File: src/design/dbfp_pkg.sv
// ----------------------------------------------------------------------------
// dbfp_pkg
// Types, codes and the type letter table shared by the table stream parser.
// ----------------------------------------------------------------------------
`default_nettype none
package dbfp_pkg;

	localparam int MAX_FIELDS_DEF = 256;

	localparam logic [2:0] KIND_HDR_DONE = 3'd0;
	localparam logic [2:0] KIND_REC_START = 3'd1;
	localparam logic [2:0] KIND_FLD_BYTE = 3'd2;
	localparam logic [2:0] KIND_EXT_REF = 3'd3;
	localparam logic [2:0] KIND_END = 3'd4;
	localparam logic [2:0] KIND_ERROR = 3'd5;

	localparam logic [1:0] ERR_DEL_FLAG = 2'd0;
	localparam logic [1:0] ERR_TYPE = 2'd1;
	localparam logic [1:0] ERR_HEADER = 2'd2;
	localparam logic [1:0] ERR_TRUNC = 2'd3;

	localparam logic [7:0] FLAG_LIVE = 8'h20;
	localparam logic [7:0] FLAG_DELETED = 8'h2A;
	localparam logic [3:0] TYPE_CHAR = 4'd0;
	localparam logic [3:0] TYPE_BAD = 4'd12;
	localparam logic [7:0] EXT_REF_LEN = 8'd6;

	typedef struct packed {
		logic [2:0]  kind;
		logic [31:0] record_index;
		logic [7:0]  field_index;
		logic [3:0]  field_type;
		logic [7:0]  field_byte;
		logic        last_of_field;
		logic        deleted;
		logic [31:0] ext_offset;
		logic [15:0] ext_length;
		logic [1:0]  error_code;
		logic [23:0] date_stamp;
		logic [8:0]  field_count;
	} res_t;

	function automatic logic [3:0] type_code(input logic [7:0] b);
		logic [3:0] c;
		case (b)
			8'h43: c = 4'd0;  // C
			8'h59: c = 4'd1;  // Y
			8'h4E: c = 4'd2;  // N
			8'h46: c = 4'd3;  // F
			8'h44: c = 4'd4;  // D
			8'h54: c = 4'd5;  // T
			8'h42: c = 4'd6;  // B
			8'h49: c = 4'd7;  // I
			8'h4C: c = 4'd8;  // L
			8'h4D: c = 4'd9;  // M
			8'h47: c = 4'd10; // G
			8'h50: c = 4'd11; // P
			default: c = TYPE_BAD;
		endcase
		return c;
	endfunction

endpackage
`default_nettype wire

File: src/design/dbfp_out_fifo.sv
// ----------------------------------------------------------------------------
// dbfp_out_fifo
// Four-entry result queue; takes up to two results a cycle, gives one while out_ready is high.
// ----------------------------------------------------------------------------
`default_nettype none
module dbfp_out_fifo (
	input  wire logic           clk,
	input  wire logic           arst_n,
	input  wire logic [1:0]     push_n,
	input  wire dbfp_pkg::res_t push0,
	input  wire dbfp_pkg::res_t push1,
	output logic                room2,
	output logic                out_valid,
	input  wire logic           out_ready,
	output dbfp_pkg::res_t      head
);

	dbfp_pkg::res_t buf_q [4];
	logic [1:0] wp_q, rp_q;
	logic [2:0] cnt_q;
	logic       pop;

	assign pop = out_valid && out_ready;
	assign out_valid = (cnt_q != 3'd0);
	assign room2 = (cnt_q <= 3'd2);
	assign head = buf_q[rp_q];

	always_ff @(posedge clk or negedge arst_n) begin
		if (!arst_n) begin
			wp_q <= '0;
			rp_q <= '0;
			cnt_q <= '0;
		end else begin
			wp_q <= wp_q + push_n;
			rp_q <= rp_q + 2'(pop);
			cnt_q <= cnt_q + 3'(push_n) - 3'(pop);
		end
	end

	always_ff @(posedge clk) begin
		if (push_n != 2'd0)
			buf_q[wp_q] <= push0;
		if (push_n == 2'd2)
			buf_q[wp_q + 2'd1] <= push1;
	end

endmodule
`default_nettype wire

File: config.mk
export PLATFORM = sky130hd
export DESIGN_NAME = dbfp_out_fifo
export DESIGN_NICKNAME = d
export VERILOG_FILES = /design/src/design/dbfp_pkg.sv /design/src/design/dbfp_out_fifo.sv
export SDC_FILE = /design/constraint.sdc
export NUM_CORES = 1
export LEC_CHECK = 0
export BUFFER_PORTS_ARGS = -buffer_cell sky130_fd_sc_hd__buf_2
export CAP_MARGIN = 20
export CORE_ASPECT_RATIO = 1.5
export CORE_MARGIN = 3
export CORE_UTILIZATION = 43
export DETAILED_ROUTE_END_ITERATION = 10
export HOLD_SLACK_MARGIN = 0.03
export PLACE_DENSITY = 0.69
export RECOVER_POWER = 100
export SLEW_MARGIN = 20
export SYNTH_ARGS = -nofsm -noshare
export SYNTH_HDL_FRONTEND = slang
export SYNTH_SLANG_ARGS = --single-unit
File: constraint.sdc
create_clock -name clk -period 18.3 [get_ports clk]
set_input_delay 3.66 -clock clk [delete_from_list [all_inputs] [get_ports clk]]
set_output_delay 3.66 -clock clk [all_outputs]
set_load 0.005 [all_outputs]
==> results.md, run 1 <==
### Run status
• failing checks: capacitance limit, slew limit
• result of the run: finished with violations

### Timing
• minimum clock period: 12.08 ns
• post-route clock period utilization: 66.0%
• FMAX: 82.8 MHz
• Hold Slack: 0.587 ns
• Max transition margin: -580%
• TNS Setup: 0 ns
• RSZ-0062 raised after global routing: false
• worst setup skew after layout: 0.0234 ns
• slew of the pin with the lowest slew margin: 10.20 ns
• Hold Violations, Final: 0
• number of setup violations in the final report: 0
• Setup WS post-layout: 6.22 ns
• Max Slew Vio Count: 1302

### Clock tree
• Post-CTS Resized: 0
• clock tree from TritonCTS: done
• Worst-Skew Late Latency: 0.62 ns
• number of buffers inserted during clock tree synthesis: 55
• buffers from clock root to sink, at most: 3
• hold_buf cts: 0
• root buffer cell: sky130_fd_sc_hd__clkbuf_16
• clock transition time at the flip-flop clock pins of the worst setup and hold paths: 0.06 ns
• Sink Count: 567
• Setup Fix Bufs, Post-CTS: 0
• H-tree levels: 2

### Hold path
• path category of the worst min-delay check: flip-flop to flip-flop
• cell depth of the worst hold path: 1
• hold wc startpoint: cnt_q[2]

### Layout
• commonest non-fill, non-tap cells in the layout: 560 x sky130_fd_sc_hd__edfxtp_1, 312 x sky130_fd_sc_hd__buf_2, 287 x sky130_fd_sc_hd__mux2_1, 269 x sky130_fd_sc_hd__mux2_2, 146 x sky130_fd_sc_hd__clkbuf_1
• final cell count without fillers: 2686
• Fill cells: 5385
• layout net count: 2093
• multi-input logic area: 9710 um^2
• most common library cell in the layout ignoring fill and taps: sky130_fd_sc_hd__edfxtp_1
• footprint of the flip-flops and latches: 17000 um^2
• layout-stage area growth over the synthesis result: 14.1%
• fraction of final layout cells sized beyond drive strength 1: 43.9%
• post-route core utilization: 49.8%

### Power
• switching part of the total power: 30.5%
• fraction of power consumed by combinational cells: 33.2%
• Flop pwr share: 43.9%
• NetSw: 0.00150 W
• proportion of power drawn by the clock network: 22.8%
• Worst IR Drop VDD: 0.165 mV
• Lkg Pwr: 10.8 nW
• Power per Cell Area: 155 nW/um^2
• internal power consumption: 0.00341 W

### Placement
• Detailed Place HPWL: 42.1 mm
• placer congestion estimate: 0.779
• post-placement worst setup slack: 11.25 ns
• placed instance count: 2551
• IO buf count: 426

### Floorplanning
• Core Region: 63600 um^2
• count of boundary I/O pins: 427
• die area: 67700 um^2
• die span in y: 317 um
• floorplan die width: 213 um
• starting density of the core: 43.6%
• std cell rows: 113

### Critical path
• worst reg2reg startpoint: wp_q[1]
• CP dominant cell by count: sky130_fd_sc_hd__clkbuf_1
• critical path fanouts, max: 140
• kind of end point of the critical path: flip-flop
• Critical path destination: buf_q[0][101]
• WP depth: 4
• slowest library cell on the worst path: sky130_fd_sc_hd__clkbuf_1
• end of the worst register-to-register path: buf_q[0][101]
• reg2reg setup slack: 9.14 ns
• arrival time reported for the critical path endpoint: 12.51 ns
• CP Launch Type: input port
• stage delay of the slowest cell on the critical path: 7.06 ns
• required time at the worst-slack endpoint: 18.72 ns
• family with the most delay on the worst path: buffers and inverters
• Worst setup startpoint: push_n[0]
• critical path type: input port to flip-flop
• series of cell instances along the critical path: clkbuf_1 > nand4b_1 > clkbuf_1 > mux2_2
• logic depth of the worst register-to-register path: 3
• CP Buf/Inv Count: 2

### Logic synthesis
• top post-synthesis cells by area: sky130_fd_sc_hd__edfxtp_1 61%, sky130_fd_sc_hd__mux4_2 11%, sky130_fd_sc_hd__mux2_2 11%
• synthesized netlist net count: 1683
• area fraction of the dominant cell type after synthesis: 60.6%
• library cells used by synthesis: 28
• share of synthesized registers carrying an async set or reset: 1.23%
• Post-Syn Area: 27700 um^2
• number of instances in the synthesized netlist: 1394
• share of synthesized area occupied by flip-flops and latches: 61.2%
• number of flops mapped to enable cells by yosys: 560
• YS warnings: 0
• total of flip-flops plus latches after synthesis: 567
• prevailing post-synth register cell: sky130_fd_sc_hd__edfxtp_1
• cell taking the most area after synthesis: sky130_fd_sc_hd__edfxtp_1
• Avg Inst Size Synth: 19.9 um^2

### Drt
• First DRT Iteration DRCs: 1035
• mean number of vias per cell: 5.59
• detailed-router iteration count before antenna repair: 5
• post-route antenna net violation count: 0
• DRC Markers: 0
• Via Count: 15000
• routed len/inst: 26.3 um
• Post-Route WL: 70.5 mm

### Global routing
• global-route wire length before repair: 104 mm
• global-route usage over all layers: 20.6%
• maximum number of pins on one net before global-route repair: 141
• initial antenna violation count: 39
• vias in the first global route: 16900
• global route total overflow: 0

### Run
• max-cap violations: 21

Yosys cell counts, drive strengths merged, types with 2 or more instances:
master	number
buf	84
clkbuf	12
dfrtp	7
edfxtp	560
ha	3
inv	4
mux2	560
mux2i	2
mux4	140
nor2	2
o21ai	2
o21bai	2
xnor2	6
layout make-up:
cell class,instances,area share (%)
multi-input combinational,727,30.7
clock inverter,32,0.854
tap,805,3.18
antenna,32,0.253
sequential,567,53.7
clock buffer,70,4.65
inverter,4,0.0474
timing repair buffer,449,6.64
through the flow:
step           power (W)  cell area (um^2)
2_1_floorplan    0.00318             27700
3_3_place_gp     0.00374             30500
3_5_place_dp     0.00378             30500
4_1_cts          0.00491             32300
5_1_grt          0.00516             31600
6_report         0.00491             31700
power groups by stage:
| stage | combinational, W | sequential [W] | clock [W] |
|---|---|---|---|
| floorplan | 0.00104 | 0.00214 | 0 |
| global placement | 0.00165 | 0.00209 | 0 |
| detailed placement | 0.00166 | 0.00211 | 0 |
| CTS | 0.00167 | 0.00209 | 0.00115 |
| global route | 0.00176 | 0.00220 | 0.00120 |
| finish | 0.00163 | 0.00216 | 0.00112 |
worst min-delay path by stage:
stage,endpoint,slack (ns)
2_1_floorplan,cnt_q[2],0.51
3_3_place_gp,cnt_q[2],0.54
3_5_place_dp,cnt_q[2],0.55
4_1_cts,cnt_q[2],0.57
5_1_grt,cnt_q[2],0.63
6_report,cnt_q[2],0.59
cell families after synthesis:
group | share of synthesized area (%)
AOI/OAI and AO/OA | 0.167
xor gates and xnor gates | 0.189
adders and majority gates | 0.207
buffers and inverters | 2.40
DFF | 61.2
muxes | 35.5
and+or+nand+nor | 0.271
sequential cells by signal (all words and copies together) (netlist names):
| name | cells |
|---|---|
| cnt_q | 3 |
| buf_q | 560 |
| wp_q | 2 |
| rp_q | 2 |
per-layer routing:
layer,vias to the layer above,GRT usage (%),wire [um]
met4,14,7.49,2050
li1,6636,-,-
met5,-,0.587,98
met3,119,5.74,4940
met2,435,37.1,37200
met1,7813,23.3,26200
Power figures use the tool's default switching activity.
==> inputs of run 2 (changes only) <==
- PLACE_DENSITY: 0.69 -> 0.72
- clock period: 18.3 -> 11.1 ns (I/O delays scaled with it)
==> results.md, run 2 (synthesized netlist as in run 1, its figures left out) <==
### Critical path
• kind of end point of the critical path: output port
• CP Buf/Inv Count: 2, unchanged
• required time at the worst-slack endpoint: 8.88 ns, -9.84 ns
• stage delay of the slowest cell on the critical path: 3.04 ns, -4.02 ns
• CP dominant cell by count: sky130_fd_sc_hd__clkbuf_1
• slowest library cell on the worst path: sky130_fd_sc_hd__clkbuf_1
• CP Launch Type: flip-flop
• critical path type: flip-flop to output port
• arrival time reported for the critical path endpoint: 5.67 ns, -6.84 ns
• family with the most delay on the worst path: buffers and inverters
• critical path fanouts, max: 59, -58%
• series of cell instances along the critical path: clkbuf_1 > mux4_2 > clkbuf_1

### Timing
• post-route clock period utilization: 71.1%
• Hold Violations, Final: 0, unchanged
• FMAX: 127 MHz
• RSZ-0062 raised after global routing: false
• TNS Setup: 0 ns, unchanged
• Max Slew Vio Count: 1246, -4.3%
• Max transition margin: -221%, +360 points
• number of setup violations in the final report: 0, unchanged
• minimum clock period: 7.89 ns
• worst setup skew after layout: 0.0267 ns, +0.00331 ns
• slew of the pin with the lowest slew margin: 4.81 ns, -5.39 ns

### Layout
• largest registers ranked by flip-flop count: buf_q (560), cnt_q (3)
• final cell count without fillers: 2667, -0.71%
• Top reg by flops: buf_q
• flip-flop count of the largest register after layout: 560, unchanged
• layout-stage area growth over the synthesis result: 13.9%
• commonest non-fill, non-tap cells in the layout: 560 x sky130_fd_sc_hd__edfxtp_1, 304 x sky130_fd_sc_hd__buf_2, 285 x sky130_fd_sc_hd__mux2_1, 272 x sky130_fd_sc_hd__mux2_2, 152 x sky130_fd_sc_hd__clkbuf_1
• most common library cell in the layout ignoring fill and taps: sky130_fd_sc_hd__edfxtp_1
• post-route core utilization: 49.7%, -0.077 points
• fraction of final layout cells sized beyond drive strength 1: 43.3%, -0.53 points
• layout net count: 2092, -0.048%

### Drt
• First DRT Iteration DRCs: 973, -6.0%
• routed len/inst: 26.0 um, -1.1%
• post-route antenna net violation count: 0, unchanged
• mean number of vias per cell: 5.67, +1.4%
• DRC Markers: 0, unchanged
• Via Count: 15100, +0.65%
• detailed-router iteration count before antenna repair: 4, -1
• Post-Route WL: 69.3 mm, -1.8%

### Global routing
• global-route usage over all layers: 20.2%, -0.46 points
• maximum number of pins on one net before global-route repair: 141, unchanged
• global route total overflow: 0, unchanged
• met3 routing resource usage after global routing: 5.20%, -0.54 points
• met2 Use GR: 35.2%, -1.9 points
• fraction of met1 tracks used by global routing: 24.5%, +1.2 points
• GR peak layer: met2
• initial antenna violation count: 25, -36%
• global-route wire length before repair: 102 mm, -1.9%
• vias in the first global route: 16700, -1.1%

### Clock tree
• hold_buf cts: 0, unchanged
• Sink Count: 567, unchanged
• Setup Fix Bufs, Post-CTS: 0, unchanged
• clock transition time at the flip-flop clock pins of the worst setup and hold paths: 0.06 ns, about the same
• Worst-Skew Late Latency: 0.62 ns, about the same
• root buffer cell: sky130_fd_sc_hd__clkbuf_16
• buffers from clock root to sink, at most: 3, unchanged
• Post-CTS Resized: 0, unchanged
• H-tree levels: 2, unchanged
• number of buffers inserted during clock tree synthesis: 53, -3.6%
• clock tree from TritonCTS: done

### Floorplanning
• std cell rows: 113, unchanged
• die span in y: 317 um, unchanged
• Core Region: 63600 um^2, unchanged
• count of boundary I/O pins: 427, unchanged
• floorplan die width: 213 um, unchanged
• starting density of the core: 43.6%, unchanged
• die area: 67700 um^2, unchanged

### Power
• Worst IR Drop VDD: 0.191 mV, +15%
• Lkg Pwr: 10.8 nW, -0.41%
• Power per Cell Area: 252 nW/um^2, +63%

### Run status
• result of the run: finished with violations
• failing checks: capacitance limit, slew limit

### Placement
• Detailed Place HPWL: 41.2 mm, -2.3%
• placer congestion estimate: 0.765, -1.8%
• placed instance count: 2553, +0.078%
• IO buf count: 426, unchanged

### Run
• max-cap violations: 22, +4.8%

### Hold path
• path category of the worst min-delay check: flip-flop to flip-flop

==> run 2: worst reg2reg max path, delay by kind of cell, from the launching register on <==
kind / cells / cell delay [ns]
multiplexers: 1 / 0.58
AND/OR/NAND/NOR: 1 / 0.47
flip-flops: 1 / 0.50
buffers and inverters: 2 / 4.76
==> run 2: path summary, 6_finish.rpt <==
path                          endpoint  cells after the start  slack, ns      from
min                           cnt_q[2]                      1       0.60  cnt_q[2]
max in group asynchronous      rp_q[1]                      1       9.27    arst_n
min reg2reg                   cnt_q[2]                      1       0.60  cnt_q[2]
min in group asynchronous     cnt_q[0]                      1       1.50    arst_n
max reg2reg                buf_q[1][8]                      4       4.53   wp_q[1]
max                          head[102]                      3       3.21   rp_q[1]
==> run 2: area by class of cell <==
cell class              instances  area [um^2]
fillers                      5417        32000
flip-flops and latches        567        17000
multi-input cells             727         9720
repair buffers                450         2080
clock buffers                  64         1370
well taps                     805         1010
clock inverters                32          367
diodes                         18         45.0
inverters                       4         15.0
==> run 2: through the flow <==
stage / area, um^2 / hold slack, ns / worst slack, ns / power, W
3_5_place_dp: 30500 / 0.581 / 5.94 / 0.00623
6_report: 31600 / 0.596 / 3.21 / 0.00797
3_3_place_gp: 30500 / 0.545 / 5.94 / 0.00616
2_1_floorplan: 27700 / 0.512 / 1.53 / 0.00521
4_1_cts: 32200 / 0.590 / 5.36 / 0.00810
5_1_grt: 31600 / 0.615 / 2.81 / 0.00839
==> run 2: layer usage <==
metal | wire length [um] | part of all wire [%] | vias up
met3 | 4480 | 6.5 | 116
met4 | 2020 | 2.9 | 12
met1 | 27300 | 39 | 7900
li1 | - | - | 6620
met2 | 35300 | 51 | 466
met5 | 79 | 0.11 | -
==> run 2: report_power, final <==
| part | total, W | switching (W) | internal, W |
|---|---|---|---|
| registers | 0.00350 | 0.000230 | 0.00327 |
| logic | 0.00261 | 0.00142 | 0.00119 |
| clock network | 0.00186 | 0.000800 | 0.00106 |
